`src/hdl/ptp_pkg.sv`:
```
// shared constants, codes and types of the periodic timer pool
package ptp_pkg;

  localparam int unsigned TIMER_COUNT = 8;
  localparam int unsigned MS_PER_TICK = 10;
  localparam int unsigned MAX_RESULTS = 8;

  localparam int unsigned CMD_W    = 2;
  localparam int unsigned MS_W     = 16;
  localparam int unsigned STATUS_W = 3;
  localparam int unsigned ID_W     = 3;
  localparam int unsigned TICK_W   = 13;
  localparam logic [TICK_W-1:0] TICK_MAX = {TICK_W{1'b1}};

  localparam int unsigned IDX_W  = (TIMER_COUNT > 1) ? $clog2(TIMER_COUNT) : 1;
  localparam int unsigned FIRE_W = (MAX_RESULTS > 1) ? $clog2(MAX_RESULTS) : 1;

  // ms to ticks by reciprocal multiply, exact for every 16 bit period
  localparam int unsigned TICK_SHIFT = MS_W + $clog2(MS_PER_TICK);
  localparam longint unsigned RECIP =
      ((64'd1 << TICK_SHIFT) + MS_PER_TICK - 1) / MS_PER_TICK;
  localparam int unsigned RECIP_W = MS_W + 2;
  localparam int unsigned PROD_W  = MS_W + RECIP_W + $clog2(MS_PER_TICK);

  typedef enum logic [CMD_W-1:0] {
    CMD_REGISTER = 2'd0,
    CMD_TICK     = 2'd1,
    CMD_SERVICE  = 2'd2,
    CMD_UNUSED   = 2'd3
  } cmd_e;

  typedef enum logic [STATUS_W-1:0] {
    STATUS_REGISTERED = 3'd0,
    STATUS_FULL       = 3'd1,
    STATUS_TICKED     = 3'd2,
    STATUS_FIRED      = 3'd3,
    STATUS_NONE       = 3'd4
  } status_e;

  typedef struct packed {
    cmd_e              cmd;
    logic              start;
    logic              go;
    logic              kill;
    logic [TICK_W-1:0] ticks;
  } cell_ctl_t;

endpackage

```
`src/hdl/ptp_cell.sv`:
```
// one timer slot of the chain, acting while it holds the scan token
module ptp_cell import ptp_pkg::*; (
  input  logic      clk_i,
  input  logic      rst_ni,
  input  cell_ctl_t ctl_i,
  input  logic      token_i,
  output logic      token_o,
  output logic      hit_o
);

  logic              running_q, running_d;
  logic [TICK_W-1:0] rem_q, rem_d;
  logic [TICK_W-1:0] per_q, per_d;
  logic              token_q, token_d;
  logic              cond;

  always_comb begin
    unique case (ctl_i.cmd)
      CMD_REGISTER: cond = !running_q;
      CMD_SERVICE:  cond = running_q && (rem_q == '0);
      default:      cond = 1'b0;
    endcase
  end

  assign hit_o   = token_q && cond;
  assign token_o = token_q;

  always_comb begin
    running_d = running_q;
    rem_d     = rem_q;
    per_d     = per_q;
    if (token_q && ctl_i.go) begin
      unique case (ctl_i.cmd)
        CMD_REGISTER: begin
          if (cond) begin
            running_d = 1'b1;
            per_d     = ctl_i.ticks;
            rem_d     = ctl_i.ticks;
          end
        end
        CMD_TICK: begin
          if (rem_q != '0) rem_d = rem_q - TICK_W'(1);
        end
        CMD_SERVICE: begin
          if (cond) rem_d = per_q;
        end
        default: ;
      endcase
    end
  end

  // token moves one cell per step, cleared whenever the scan ends
  always_comb begin
    token_d = token_q;
    if (ctl_i.kill) token_d = 1'b0;
    else if (ctl_i.start || ctl_i.go) token_d = token_i;
  end

  always_ff @(posedge clk_i or negedge rst_ni) begin
    if (!rst_ni) begin
      running_q <= 1'b0;
      rem_q     <= '0;
      per_q     <= '0;
      token_q   <= 1'b0;
    end else begin
      running_q <= running_d;
      rem_q     <= rem_d;
      per_q     <= per_d;
      token_q   <= token_d;
    end
  end

endmodule

```
`src/hdl/ptp_ctrl.sv`:
```
// request sequencer: period conversion, scan stepping and result register
module ptp_ctrl import ptp_pkg::*; (
  input  logic                clk_i,
  input  logic                rst_ni,
  input  logic                in_valid_i,
  output logic                in_stall_o,
  input  logic [CMD_W-1:0]    command_i,
  input  logic [MS_W-1:0]     period_ms_i,
  input  logic                hit_i,
  output cell_ctl_t           ctl_o,
  output logic                out_valid_o,
  input  logic                out_stall_i,
  output logic [STATUS_W-1:0] status_o,
  output logic [ID_W-1:0]     timer_id_o,
  output logic                last_o
);

  typedef enum logic [2:0] {
    ST_IDLE   = 3'b001,
    ST_SCAN   = 3'b010,
    ST_FINISH = 3'b100
  } state_e;

  localparam logic [IDX_W-1:0]  IDX_LAST  = IDX_W'(TIMER_COUNT - 1);
  localparam logic [FIRE_W-1:0] FIRE_LAST = FIRE_W'(MAX_RESULTS - 1);

  state_e            state_q, state_d;
  cmd_e              cmd_q, cmd_d;
  logic [TICK_W-1:0] ticks_q, ticks_d;
  logic [IDX_W-1:0]  idx_q, idx_d;
  logic [FIRE_W-1:0] fired_q, fired_d;
  status_e           fin_status_q, fin_status_d;
  logic [ID_W-1:0]   fin_id_q, fin_id_d;

  logic              out_valid_q;
  status_e           status_q;
  logic [ID_W-1:0]   id_q;
  logic              last_q;

  logic [PROD_W-1:0]     prod;
  logic [PROD_W-1:0]     quot;
  logic [TICK_W-1:0]     ticks_sat;
  logic [ID_W+IDX_W-1:0] idx_ext;
  logic [ID_W-1:0]       idx_id;
  logic                  out_free, accept, last_cell;
  logic                  go, start, kill, done;
  logic                  emit, emit_last;
  status_e               emit_status;
  logic [ID_W-1:0]       emit_id;

  assign prod      = PROD_W'(period_ms_i) * PROD_W'(RECIP);
  assign quot      = prod >> TICK_SHIFT;
  assign ticks_sat = (quot > PROD_W'(TICK_MAX)) ? TICK_MAX : quot[TICK_W-1:0];

  assign idx_ext   = {{ID_W{1'b0}}, idx_q};
  assign idx_id    = idx_ext[ID_W-1:0];
  assign out_free  = !out_valid_q || !out_stall_i;
  assign accept    = in_valid_i && (state_q == ST_IDLE);
  assign last_cell = (idx_q == IDX_LAST);

  always_comb begin
    state_d      = state_q;
    cmd_d        = cmd_q;
    ticks_d      = ticks_q;
    idx_d        = idx_q;
    fired_d      = fired_q;
    fin_status_d = fin_status_q;
    fin_id_d     = fin_id_q;
    go           = 1'b0;
    start        = 1'b0;
    kill         = 1'b0;
    done         = 1'b0;
    emit         = 1'b0;
    emit_status  = fin_status_q;
    emit_id      = fin_id_q;
    emit_last    = 1'b1;
    unique case (state_q)
      ST_IDLE: begin
        if (accept) begin
          cmd_d    = cmd_e'(command_i);
          ticks_d  = ticks_sat;
          idx_d    = '0;
          fired_d  = '0;
          fin_id_d = '0;
          unique case (cmd_e'(command_i))
            CMD_REGISTER: fin_status_d = STATUS_FULL;
            CMD_TICK:     fin_status_d = STATUS_TICKED;
            default:      fin_status_d = STATUS_NONE;
          endcase
          if (cmd_e'(command_i) != CMD_UNUSED) begin
            start   = 1'b1;
            state_d = ST_SCAN;
          end
        end
      end
      ST_SCAN: begin
        unique case (cmd_q)
          CMD_REGISTER: begin
            go = 1'b1;
            if (hit_i) begin
              fin_status_d = STATUS_REGISTERED;
              fin_id_d     = idx_id;
              done         = 1'b1;
            end else if (last_cell) begin
              done = 1'b1;
            end
          end
          CMD_TICK: begin
            go   = 1'b1;
            done = last_cell;
          end
          CMD_SERVICE: begin
            // a held fired slot goes out once the next one is found
            if (hit_i && (fin_status_q == STATUS_FIRED)) begin
              emit      = 1'b1;
              emit_last = 1'b0;
              go        = out_free;
            end else begin
              go = 1'b1;
            end
            if (go && hit_i) begin
              fin_status_d = STATUS_FIRED;
              fin_id_d     = idx_id;
              fired_d      = fired_q + FIRE_W'(1);
              if (fired_q == FIRE_LAST) done = 1'b1;
            end
            if (go && last_cell) done = 1'b1;
          end
          default: begin
            go   = 1'b1;
            done = 1'b1;
          end
        endcase
        if (go) idx_d = idx_q + IDX_W'(1);
        if (done) begin
          kill    = 1'b1;
          state_d = ST_FINISH;
        end
      end
      ST_FINISH: begin
        emit = 1'b1;
        if (out_free) state_d = ST_IDLE;
      end
      default: state_d = ST_IDLE;
    endcase
  end

  always_ff @(posedge clk_i or negedge rst_ni) begin
    if (!rst_ni) begin
      state_q     <= ST_IDLE;
      out_valid_q <= 1'b0;
    end else begin
      state_q <= state_d;
      if (emit && out_free) out_valid_q <= 1'b1;
      else if (!out_stall_i) out_valid_q <= 1'b0;
    end
  end

  always_ff @(posedge clk_i) begin
    cmd_q        <= cmd_d;
    ticks_q      <= ticks_d;
    idx_q        <= idx_d;
    fired_q      <= fired_d;
    fin_status_q <= fin_status_d;
    fin_id_q     <= fin_id_d;
    if (emit && out_free) begin
      status_q <= emit_status;
      id_q     <= emit_id;
      last_q   <= emit_last;
    end
  end

  assign ctl_o.cmd   = cmd_q;
  assign ctl_o.start = start;
  assign ctl_o.go    = go;
  assign ctl_o.kill  = kill;
  assign ctl_o.ticks = ticks_q;

  assign in_stall_o  = (state_q != ST_IDLE);
  assign out_valid_o = out_valid_q;
  assign status_o    = status_q;
  assign timer_id_o  = id_q;
  assign last_o      = last_q;

endmodule

```
`src/hdl/periodic_timer_pool.sv`:
```
// Pool of periodic countdown timers, one chain cell per slot, driven by
// register, tick and service requests. A scan token walks the chain one
// cell per cycle, but a service scan waits while the output side stalls
// the report of a fired slot. A tick request visits every slot, a register
// request stops at the first idle slot and a service request reports the
// fired slots that it finds on its way; a new request is taken the
// cycle after the last result enters the output register. The period is
// converted to ticks with a reciprocal multiply when the request is taken.
// Result order and fields follow the slot index; timer_id is the slot index
// truncated to three bits.
module periodic_timer_pool import ptp_pkg::*; (
  input  logic                clk_i,
  input  logic                rst_ni,
  input  logic                in_valid_i,
  output logic                in_stall_o,
  input  logic [CMD_W-1:0]    command_i,
  input  logic [MS_W-1:0]     period_ms_i,
  output logic                out_valid_o,
  input  logic                out_stall_i,
  output logic [STATUS_W-1:0] status_o,
  output logic [ID_W-1:0]     timer_id_o,
  output logic                last_o
);

  cell_ctl_t              ctl;
  logic [TIMER_COUNT:0]   token;
  logic [TIMER_COUNT-1:0] hits;
  logic                   hit_any;

  assign token[0] = ctl.start;

  for (genvar i = 0; i < TIMER_COUNT; i++) begin : g_cell
    ptp_cell u_cell (
      .clk_i   (clk_i),
      .rst_ni  (rst_ni),
      .ctl_i   (ctl),
      .token_i (token[i]),
      .token_o (token[i+1]),
      .hit_o   (hits[i])
    );
  end

  // token is one-hot, so an or picks the hit of the active cell
  assign hit_any = |hits;

  ptp_ctrl u_ctrl (
    .clk_i       (clk_i),
    .rst_ni      (rst_ni),
    .in_valid_i  (in_valid_i),
    .in_stall_o  (in_stall_o),
    .command_i   (command_i),
    .period_ms_i (period_ms_i),
    .hit_i       (hit_any),
    .ctl_o       (ctl),
    .out_valid_o (out_valid_o),
    .out_stall_i (out_stall_i),
    .status_o    (status_o),
    .timer_id_o  (timer_id_o),
    .last_o      (last_o)
  );

`ifndef SYNTH
  a_token_onehot: assert property (@(posedge clk_i) disable iff (!rst_ni)
    $onehot0(token[TIMER_COUNT:1]))
    else $error("more than one cell holds the scan token");

  a_idle_no_token: assert property (@(posedge clk_i) disable iff (!rst_ni)
    !in_stall_o |-> (token[TIMER_COUNT:1] == '0))
    else $error("scan token left in the chain while idle");

  a_single_result_last: assert property (@(posedge clk_i) disable iff (!rst_ni)
    out_valid_o && (status_o == STATUS_REGISTERED || status_o == STATUS_FULL ||
                    status_o == STATUS_TICKED || status_o == STATUS_NONE)
    |-> last_o)
    else $error("single result of a request not marked last");
`endif

endmodule
```
`config.mk`:
```
export PLATFORM = sky130hd
export DESIGN_NAME = periodic_timer_pool
export DESIGN_NICKNAME = d
export VERILOG_FILES = /design/src/hdl/ptp_pkg.sv /design/src/hdl/ptp_cell.sv /design/src/hdl/ptp_ctrl.sv /design/src/hdl/periodic_timer_pool.sv
export SDC_FILE = /design/constraint.sdc
export NUM_CORES = 1
export LEC_CHECK = 0
export ABC_AREA = 1
export BUFFER_PORTS_ARGS = -buffer_cell sky130_fd_sc_hd__buf_2
export CORE_MARGIN = 5
export CORE_UTILIZATION = 55
export DETAILED_ROUTE_END_ITERATION = 8
export GPL_TIMING_DRIVEN = 0
export PLACE_DENSITY = 0.67
export SLEW_MARGIN = 20
export SYNTH_ARGS = -nofsm -noshare
export SYNTH_HDL_FRONTEND = slang
export SYNTH_SLANG_ARGS = --single-unit
```
`constraint.sdc`:
```
create_clock -name clk_i -period 3.3 [get_ports clk_i]
set_input_delay 0 -clock clk_i [delete_from_list [all_inputs] [get_ports clk_i]]
set_output_delay 0 -clock clk_i [all_outputs]
set_load 0.005 [all_outputs]
```
Word level (Yosys, flattened, before mapping)
Cells that the tools add are included. W data, S select, Z words.

Shifts and indexed selects: 0. Order comparisons: 1. Bitwise operators: 0. Reduce and logical (&&, ||, !) cells: 85. Add/sub/neg operators: 10. Div/mod/pow operators: 0. Equality and inequality tests: 46. Multipliers: 1. Multiplexer cells: 101.

Operators with widths (count): $mux W13 (24); $pmux W13 S3 (8); $logic_not A13 Y1 (8); $reduce_bool A13 Y1 (8); $sub A13 B1 Y13 const B (8); $ne A2 B1 Y1 const B (30); $reduce_and A5 Y1 (9); $pmux W3 S2 (7); $mux W3 (13); $mux W1 (38); $mul A16 B16 Y32 const B (1); $logic_and A1 B1 Y1 (29); $reduce_and A3 Y1 (9); $pmux W1 S2 (9); $gt A13 B13 Y1 const B (1); $logic_not A1 Y1 (10); $eq A3 B3 Y1 const B (3); $pmux W3 S3 (1); $reduce_and A4 Y1 (2); $reduce_or A8 Y1 (1); $add A3 B1 Y3 const B (2); $eq A3 B2 Y1 const B (2); $ne A2 B2 Y1 const B (3); $ne A3 B2 Y1 const B (2); other kinds (11) (16).

Memories: 0. Output and inout bits: 9. Flip-flop bits (word level): 262. Bits in read-only memories: 0. Bits in latches: 0. Input bits: 22. Logic and storage cells: 287. Memory bits (writable): 0.

Depth between registers and ports, before layout
Gate-level depths: netlist of the first run.

Word-level depth: 17. Mapped depth: 21. Gate-level depth less buffers: 21.

Cells and area by module
Synthesis of the first run repeated with hierarchy kept, for this count alone.

Cell total of the unflattened synthesis: 2853. Area total of the unflattened synthesis: 21104.0 µm².

By module, submodules not included: ptp_cell (seq. area each 700.7 µm², instances 8, area each 1794.2 µm², cells each 256); ptp_ctrl (seq. area each 1122.3 µm², instances 1, area each 6693.9 µm², cells each 790); periodic_timer_pool (seq. area each 0.0 µm², instances 1, area each 56.3 µm², cells each 15).

Least setup slack after synthesis of the first run
Ideal clock, no wire load.

Path type: in2reg. From: input period_ms_i[11]. To: register u_ctrl.ticks_q[12] (data pin). Stages: 18. Path slack: -1.019 ns. Arrival: 4.057 ns. Buffers on the path: 0. Required time: 3.038 ns. Cells stage by stage: ha_1 > inv_1 > fa_1 > fa_1 > inv_1 > fa_1 > inv_1 > fa_1 > inv_1 > ha_1 > ha_1 > nand2_1 > o21ai_0 > nor2_1 > o21a_1 > nor2_1 > a21oi_1 > xor2_1.

Cells in the longest elaborated chain, start to end: 2.

Ends and longest elaborated chain: start, declared (line periodic_timer_pool.sv:17) `input logic [MS_W-1:0] period_ms_i,`; $mul A16 B16 Y32 * (line ptp_ctrl.sv:51) `assign prod = PROD_W'(period_ms_i) * PROD_W'(RECIP);`; $gt A13 B13 Y1 (line ptp_ctrl.sv:53) `assign ticks_sat = (quot > PROD_W'(TICK_MAX)) ? TICK_MAX : quot[TICK_W-1:0];`; end signal, assigned (line ptp_ctrl.sv:161) `ticks_q <= ticks_d;`; end, declared (line ptp_ctrl.sv:29) `logic [TICK_W-1:0] ticks_q, ticks_d;`.

Mark *: on every way between the ends. The rest lies on a longest branch, timed or not. A chain may end at the register's enable or synchronous reset.

Worst setup path in the final report of the first run
From: input period_ms_i[7]. To: register u_ctrl.ticks_q[7] (data pin).

The elaborated chain is that of the path after synthesis.

==> flow_summary_export.csv, run 1 <==
group,metric,value,unit
outcome,run_status,"finished, violations left",
outcome,violations,"negative setup slack",
place,dp_hpwl,41.5,mm
die,die_x,197,um
worst_hold_path,hp-class,"in2async",
synthesis,yosysWarnings,0,
setup_path,worst_setup_path_start_kind,"input port",
route,drtAntennaViolNets,0,
sta,finalCriticalPeriod,3.98,ns
clock_tree,cts_tree,"built",
synthesis,avgSynthCellArea,8.11,um2
global_routing,grt_pass1_vias,17200,
global_routing,grt_max_degree,89,
synthesis,synthDistinctLibCells,49,
sta,tns,-7.51,ns
clock_tree,cts.clk_slew.worst_paths,0.06,ns
synthesis,synth_ff_type,"dfrtp_1",
power_and_ir_drop,p_sw_share,49.7,%
route,drc,0,
die,fp.dieH,197,um
power_and_ir_drop,leakage,11.0,nW
die,std_cell_rows,68,
synthesis,ys_ff_latch,262,
sta,relSlewSlack,19.0,%
place,pre_cts_slack,-1.57,ns
power_and_ir_drop,seqPwrFrac,20.9,%
synthesis,syn_nets,2627,
synthesis,ys_seq_area_share,34.8,%
setup_path,cp_max_fo,5,
cells_and_area,diodes,0,
route,wl,60.7,mm
sta,rsz0062_at_grt,"yes",
synthesis,syn_inst,2380,
power_and_ir_drop,ir_drop,0.00108,V
place,port_buffers,30,
clock_tree,clkLatencyLatePin,0.57,ns
setup_path,worst_setup_path_end_kind,"flip-flop",
synthesis,synth_area,0.0193,mm2
sta,finalSetupViolCount,13,
route,drtIter0Drc,1573,
setup_path,cp.required,3.60,ns
sta,skew,0.0151,ns
power_and_ir_drop,internal_power,12.1,mW
setup_path,path_common_cell,"fa_1",
power_and_ir_drop,pwr-share-clk,13.5,%
cells_and_area,drive_gt1_share,14.5,%
route,drt_first_pass_iters,6,
die,ios,31,
sta,tightest_slew,1.22,ns
synthesis,synth_edf_count,34,
cells_and_area,nets,2727,
die,initial_core_util,55.8,%
sta,finalHoldViolations,0,
place,placed_cells,2868,
sta,post-route-period-util,121,%
die,die_area,0.0390,mm2
power_and_ir_drop,powerDensity,1090,mW/mm2
sta,fin_ws,-0.684,ns
setup_path,criticalPathCategory,"in2reg",
die,core-area,0.0346,mm2
power_and_ir_drop,pwr-share-comb,65.6,%
route,num_vias,17100,
global_routing,grt_usage,30.8,%
global_routing,grt_pass1_wl,94.4,mm
route,drt-vias-per-instance,5.78,
sta,whs,0.0253,ns
setup_path,path_cells,"buf_12, ha_4, inv_4, fa_1, inv_1, fa_1, fa_1, fa_1, inv_1, fa_1, inv_2, ha_4, a21oi_4, o21ai_2, a221oi_4, o31ai_4, xor2_1",
place,routabilityCongestion,0.902,
sta,fmax,251,MHz
clock_tree,clk_path_buf_depth,3,
power_and_ir_drop,p_sw,11.9,mW
clock_tree,clock_sinks,262,
sta,slew_violations,0,
cells_and_area,syn2layout_area_growth,14.6,%
clock_tree,cts_root_buf,"clkbuf_16",
cells_and_area,fin_cells,2952,
cells_and_area,final_util,63.9,%
clock_tree,numCtsBuffers,30,
global_routing,grt_overflow,0,
route,wl_per_cell,20.6,um
setup_path,crit_slowest_cell,"fa_1",
clock_tree,htreeDepth,1,
setup_path,slowest_delay,0.55,ns
global_routing,antenna_found_initial,0,
setup_path,critical_path_arrival,4.28,ns
synthesis,async_flop_share,87.0,%
run,maxCapViolations,0,
## repair_timing
item                                    CTS  global route
hold buffers                              5             0
pin swaps                                36            47
resized for setup                        92            60
endpoints found under the setup margin  123            51
gates cloned                              0             0
hold endpoints to repair                110             0
setup buffers                            20            11
## cells in the mapped netlist (3+ instances only)
| master | number | area share [%] |
|---|---|---|
| buf_2 | 22 | 0.57 |
| nand2_4 | 9 | 0.52 |
| o31ai_1 | 3 | 0.12 |
| nor4_1 | 3 | 0.097 |
| buf_1 | 6 | 0.12 |
| clkbuf_1 | 52 | 1.0 |
| nand4_4 | 8 | 0.88 |
| edfxtp_1 | 34 | 5.3 |
| nand2_2 | 8 | 0.26 |
| or2_2 | 13 | 0.42 |
| nor2_1 | 150 | 2.9 |
| a21oi_1 | 144 | 3.7 |
| buf_4 | 9 | 0.35 |
| o21ai_0 | 185 | 4.8 |
| nor2_2 | 19 | 0.62 |
| dfrtp_1 | 227 | 29 |
| nand4_1 | 3 | 0.097 |
| o21bai_1 | 4 | 0.16 |
| xor2_1 | 44 | 2.0 |
| buf_6 | 6 | 0.35 |
| nand3_2 | 4 | 0.21 |
| o311ai_0 | 3 | 0.14 |
| o21a_1 | 4 | 0.16 |
| nor3_1 | 7 | 0.18 |
| ha_1 | 146 | 9.5 |
| xnor2_1 | 10 | 0.45 |
| inv_1 | 304 | 5.9 |
| a21o_1 | 3 | 0.12 |
| nand3b_4 | 5 | 0.52 |
| fa_1 | 79 | 8.2 |
| nand3b_2 | 8 | 0.47 |
| o21ai_2 | 26 | 1.2 |
| a32o_1 | 32 | 1.7 |
| nor2_4 | 8 | 0.47 |
| nand2_1 | 593 | 12 |
| nand3_1 | 181 | 4.7 |
## stage by stage
stage / power, mW / cell area [um2]
after global routing: 25.7 / 22100
after global placement: 17.4 / 20200
after CTS: 22.4 / 21800
final: 24.0 / 22100
after detailed placement: 17.8 / 20300
after floorplan: 14.1 / 19500
## sequential cells by signal (all words and copies together), names as in the netlist, 8 cells and up
register,cells
g_cell.u_cell.per_q,104
u_ctrl.ticks_q,13
g_cell.u_cell.rem_q,104
g_cell.u_cell.running_q,8
g_cell.u_cell.token_o,8
## critical path: cells and delay by family
kind                       cells  cell delay [ns]
xor gates and xnor gates       1             0.15
buffers and inverters          5             0.32
adders and majority gates      7             2.98
AOI/OAI and AO/OA              4             0.82
## area by class of cell
type / instances / area (um2)
Fill cell: 2986 / 12500
Multi-Input combinational cell: 1717 / 11600
Sequential cell: 262 / 6730
Inverter: 305 / 1150
Clock buffer: 45 / 878
Timing Repair Buffer: 68 / 647
Tap cell: 455 / 569
Buffer: 96 / 484
Clock inverter: 4 / 48.8
## power by group through the flow
stage	Clock (mW)	Combinational, mW	Sequential [mW]
CTS	3.27	14.2	5.00
detailed placement	0	12.7	5.04
global placement	0	12.4	5.02
global route	3.38	17.2	5.12
floorplan	0	9.22	4.86
finish	3.24	15.8	5.03
## path summary, 6_finish.rpt
path,start,endpoint,slack [ns],cells past startpoint
min,rst_ni,g_cell[7].u_cell.rem_q[10],0.03,2
min in group clk_i,command_i[1],u_ctrl.cmd_q[1],0.24,2
max in group asynchronous,rst_ni,g_cell[4].u_cell.per_q[11],2.11,4
max reg2reg,u_ctrl.cmd_q[0],g_cell[4].u_cell.rem_q[6],0.12,12
min reg2reg,u_ctrl.emit_id[0],u_ctrl.timer_id_o[0],0.42,0
max,period_ms_i[7],u_ctrl.ticks_q[7],-0.68,17
## cells by family (layout without fill, tap and decap cells)
family	Yosys count	after routing	synth area share (%)
xor gates and xnor gates	54	54	2.45
AOI/OAI and AO/OA	413	413	12.4
buffers and inverters	401	518	8.43
and+or+nand+nor	1025	1025	24.2
DFF	262	262	34.8
adders and majority gates	225	225	17.6
## metal layers
| metal | GRT usage [%] | vias up | wire length (um) |
|---|---|---|---|
| li1 | - | 7942 | - |
| met1 | 39.6 | 8240 | 23800 |
| met2 | 50.5 | 714 | 28800 |
| met3 | 4.90 | 171 | 4640 |
| met4 | 16.0 | 0 | 3480 |
| met5 | 0 | - | 0 |
## cells in the final DEF, fill, tap and decap left out, types with 25 or more instances in the layout
master / n
inv_1: 288
nand2_1: 584
edfxtp_1: 34
o21ai_0: 176
a21oi_1: 128
nor2_2: 33
buf_4: 37
clkbuf_1: 61
clkbuf_16: 31
buf_2: 38
o21ai_2: 30
fa_1: 79
nand3_1: 179
xor2_1: 44
ha_4: 25
a32o_1: 32
ha_1: 118
dfrtp_1: 227
nor2_1: 132
(Power assumes the default switching activity.)
==> inputs of run 2 (changes only) <==
- RECOVER_POWER: default -> 25
- TNS_END_PERCENT: default -> 10
==> run 2 against run 1 <==
  * The flow still finishes with violations (negative setup slack)
  * Non-clock buffer count fell by 1
  * Combinational power barely moved
  * Routed wire length shrank 0.61%
  * Design area increased by 0.22%
  * Utilization is 0.14 points higher
==> flow_summary_export.csv, run 2 (synthesis gave the netlist of run 1 again) <==
group,metric,value,unit
sta,finalCriticalPeriod,3.99,ns
cells_and_area,final_util,64.1,%
setup_path,r2r_setup_slack,0.12,ns
place,placed_area,0.0202,mm2
power_and_ir_drop,ir_drop,0.000850,V
clock_tree,clk_path_buf_depth,3,
sta,finalSetupViolCount,13,
sta,post-route-period-util,121,%
setup_path,r2r-start,"u_ctrl.cmd_q[0]",
sta,tns,-7.34,ns
cells_and_area,drive_gt1_share,14.7,%
sta,fmax,250,MHz
sta,fin_ws,-0.692,ns
place,placed_cells,2867,
clock_tree,cts_root_buf,"clkbuf_16",
cells_and_area,nets,2726,
worst_hold_path,hp-start,"out_stall_i",
route,wl,60.3,mm
setup_path,critical_path_arrival,4.30,ns
setup_path,worst_setup_path_start_kind,"input port",
clock_tree,htreeDepth,1,
clock_tree,clkLatencyLatePin,0.60,ns
place,dp_hpwl,41.4,mm
global_routing,grt_overflow,0,
global_routing,grt_pass1_vias,17200,
global_routing,grt_max_degree,90,
place,routabilityCongestion,0.897,
sta,finalHoldViolations,0,
clock_tree,numCtsBuffers,30,
clock_tree,cts.clk_slew.worst_paths,0.06,ns
sta,tightest_slew,1.38,ns
setup_path,criticalPathCategory,"in2reg",
worst_hold_path,hp-class,"in2reg",
die,die_x,197,um
cells_and_area,fin_cells,2958,
route,wl_per_cell,20.4,um
cells_and_area,final_cell_mix,"nand2_1 (584), inv_1 (289), dfrtp_1 (227)",
route,drtIter0Drc,1817,
die,initial_core_util,55.8,%
global_routing,grt_pass1_wl,95.3,mm
clock_tree,cts_tree,"built",
setup_path,cp.required,3.61,ns
worst_hold_path,holdPathEnd,"u_ctrl.out_valid_o",
place,port_buffers,30,
route,drt-vias-per-instance,5.79,
power_and_ir_drop,leakage,11.0,nW
setup_path,worst_setup_path_end_kind,"flip-flop",
clock_tree,clock_sinks,262,
sta,skew,0.0440,ns
route,drc,0,
outcome,violations,"negative setup slack",
die,fp.dieH,197,um
cells_and_area,syn2layout_area_growth,14.9,%
cells_and_area,reg_top3,"g_cell.u_cell.per_q: 104 flops, g_cell.u_cell.rem_q: 104 flops, u_ctrl.ticks_q: 13 flops",
cells_and_area,stdcell_area,0.0222,mm2
power_and_ir_drop,powerDensity,1090,mW/mm2
cells_and_area,diodes,0,
route,drt_first_pass_iters,6,
die,std_cell_rows,68,
run,maxCapViolations,0,
sta,whs,0.238,ns
outcome,run_status,"finished, violations left",
setup_path,cp_max_fo,6,
die,die_area,0.0390,mm2
sta,relSlewSlack,7.69,%
worst_hold_path,worstHoldPathCells,4,
sta,slew_violations,0,
cells_and_area,fillers,2936,
setup_path,regToRegEndpoint,"g_cell[5].u_cell.rem_q[9]",
setup_path,ff2ff_path_depth,12,
route,drtAntennaViolNets,0,
global_routing,antenna_found_initial,0,
die,core-area,0.0346,mm2
die,ios,31,
route,num_vias,17100,
cells_and_area,final_common_cell,"nand2_1",
global_routing,grt_usage,31.2,%
sta,rsz0062_at_grt,"yes",
-- run 2: changes by cell type in the layout (fill, tap and decap cells not counted), moves of 3 or more --
cell        before  now
buf_4           37   34
clkinvlp_4       0    3
clkbuf_8         5    9
clkinv_2         3    8
buf_2           38   33
nor2_2          33   36
bufinv_16        1    4
-- run 2: final cells by class --
class	count	area, um2	area share, %
clock buffers	40	878	3.96
multi-input cells	1717	11600	52.3
repair buffers	67	569	2.57
clock inverters	16	211	0.953
inverters	305	1150	5.18
flip-flops and latches	262	6730	30.3
plain buffers	96	485	2.19
well taps	455	569	2.57
-- run 2: report_power, final --
group	internal (mW)	switching [mW]	leakage, nW
Sequential	4.28	0.752	3.40
Combinational	5.77	9.71	7.07
Clock	2.18	1.43	0.533
-- run 2: worst max-delay path by stage --
| stage | startpoint | end | depth (start not counted) |
|---|---|---|---|
| floorplan | period_ms_i[8] | u_ctrl.ticks_q[10] | 19 |
| global placement | rst_ni | g_cell[0].u_cell.rem_q[4] | 1 |
| detailed placement | period_ms_i[10] | u_ctrl.ticks_q[10] | 19 |
| CTS | period_ms_i[2] | u_ctrl.ticks_q[7] | 18 |
| global route | period_ms_i[0] | u_ctrl.ticks_q[7] | 18 |
| finish | period_ms_i[5] | u_ctrl.ticks_q[7] | 18 |
-- run 2: worst max-delay path, cell delays in order --
cell	delay, ns
buf_4	0.16
ha_4	0.31
xor2_1	0.17
ha_1	0.27
fa_1	0.48
inv_1	0.06
fa_1	0.48
inv_1	0.06
fa_1	0.50
inv_1	0.06
fa_1	0.48
inv_1	0.06
ha_4	0.25
a21oi_4	0.17
o21ai_1	0.13
a221oi_2	0.37
o31ai_4	0.14
xor2_1	0.15
-- run 2: per-stage QoR --
stage	setup WS, ns	power (mW)
floorplan	-0.876	13.9
global placement	-2.03	17.2
detailed placement	-1.55	17.5
CTS	-0.648	23.3
global route	-0.780	25.8
finish	-0.692	24.1
-- run 2: layer usage --
metal	vias up	part of all wire [%]	wire length (um)	global-route usage [%]
met1	8239	39	23800	41.0
met2	739	47	28300	51.1
met5	-	0	0	0
met4	0	5.8	3510	14.7
li1	7965	-	-	-
met3	176	7.8	4720	4.45
-- run 2: what timing repair did --
item	CTS	global route
pin swaps	60	6
resized for setup	139	24
hold endpoints to repair	251	0
hold buffers	7	0
gates cloned	0	0
setup endpoints to repair	123	40
setup buffers	27	1
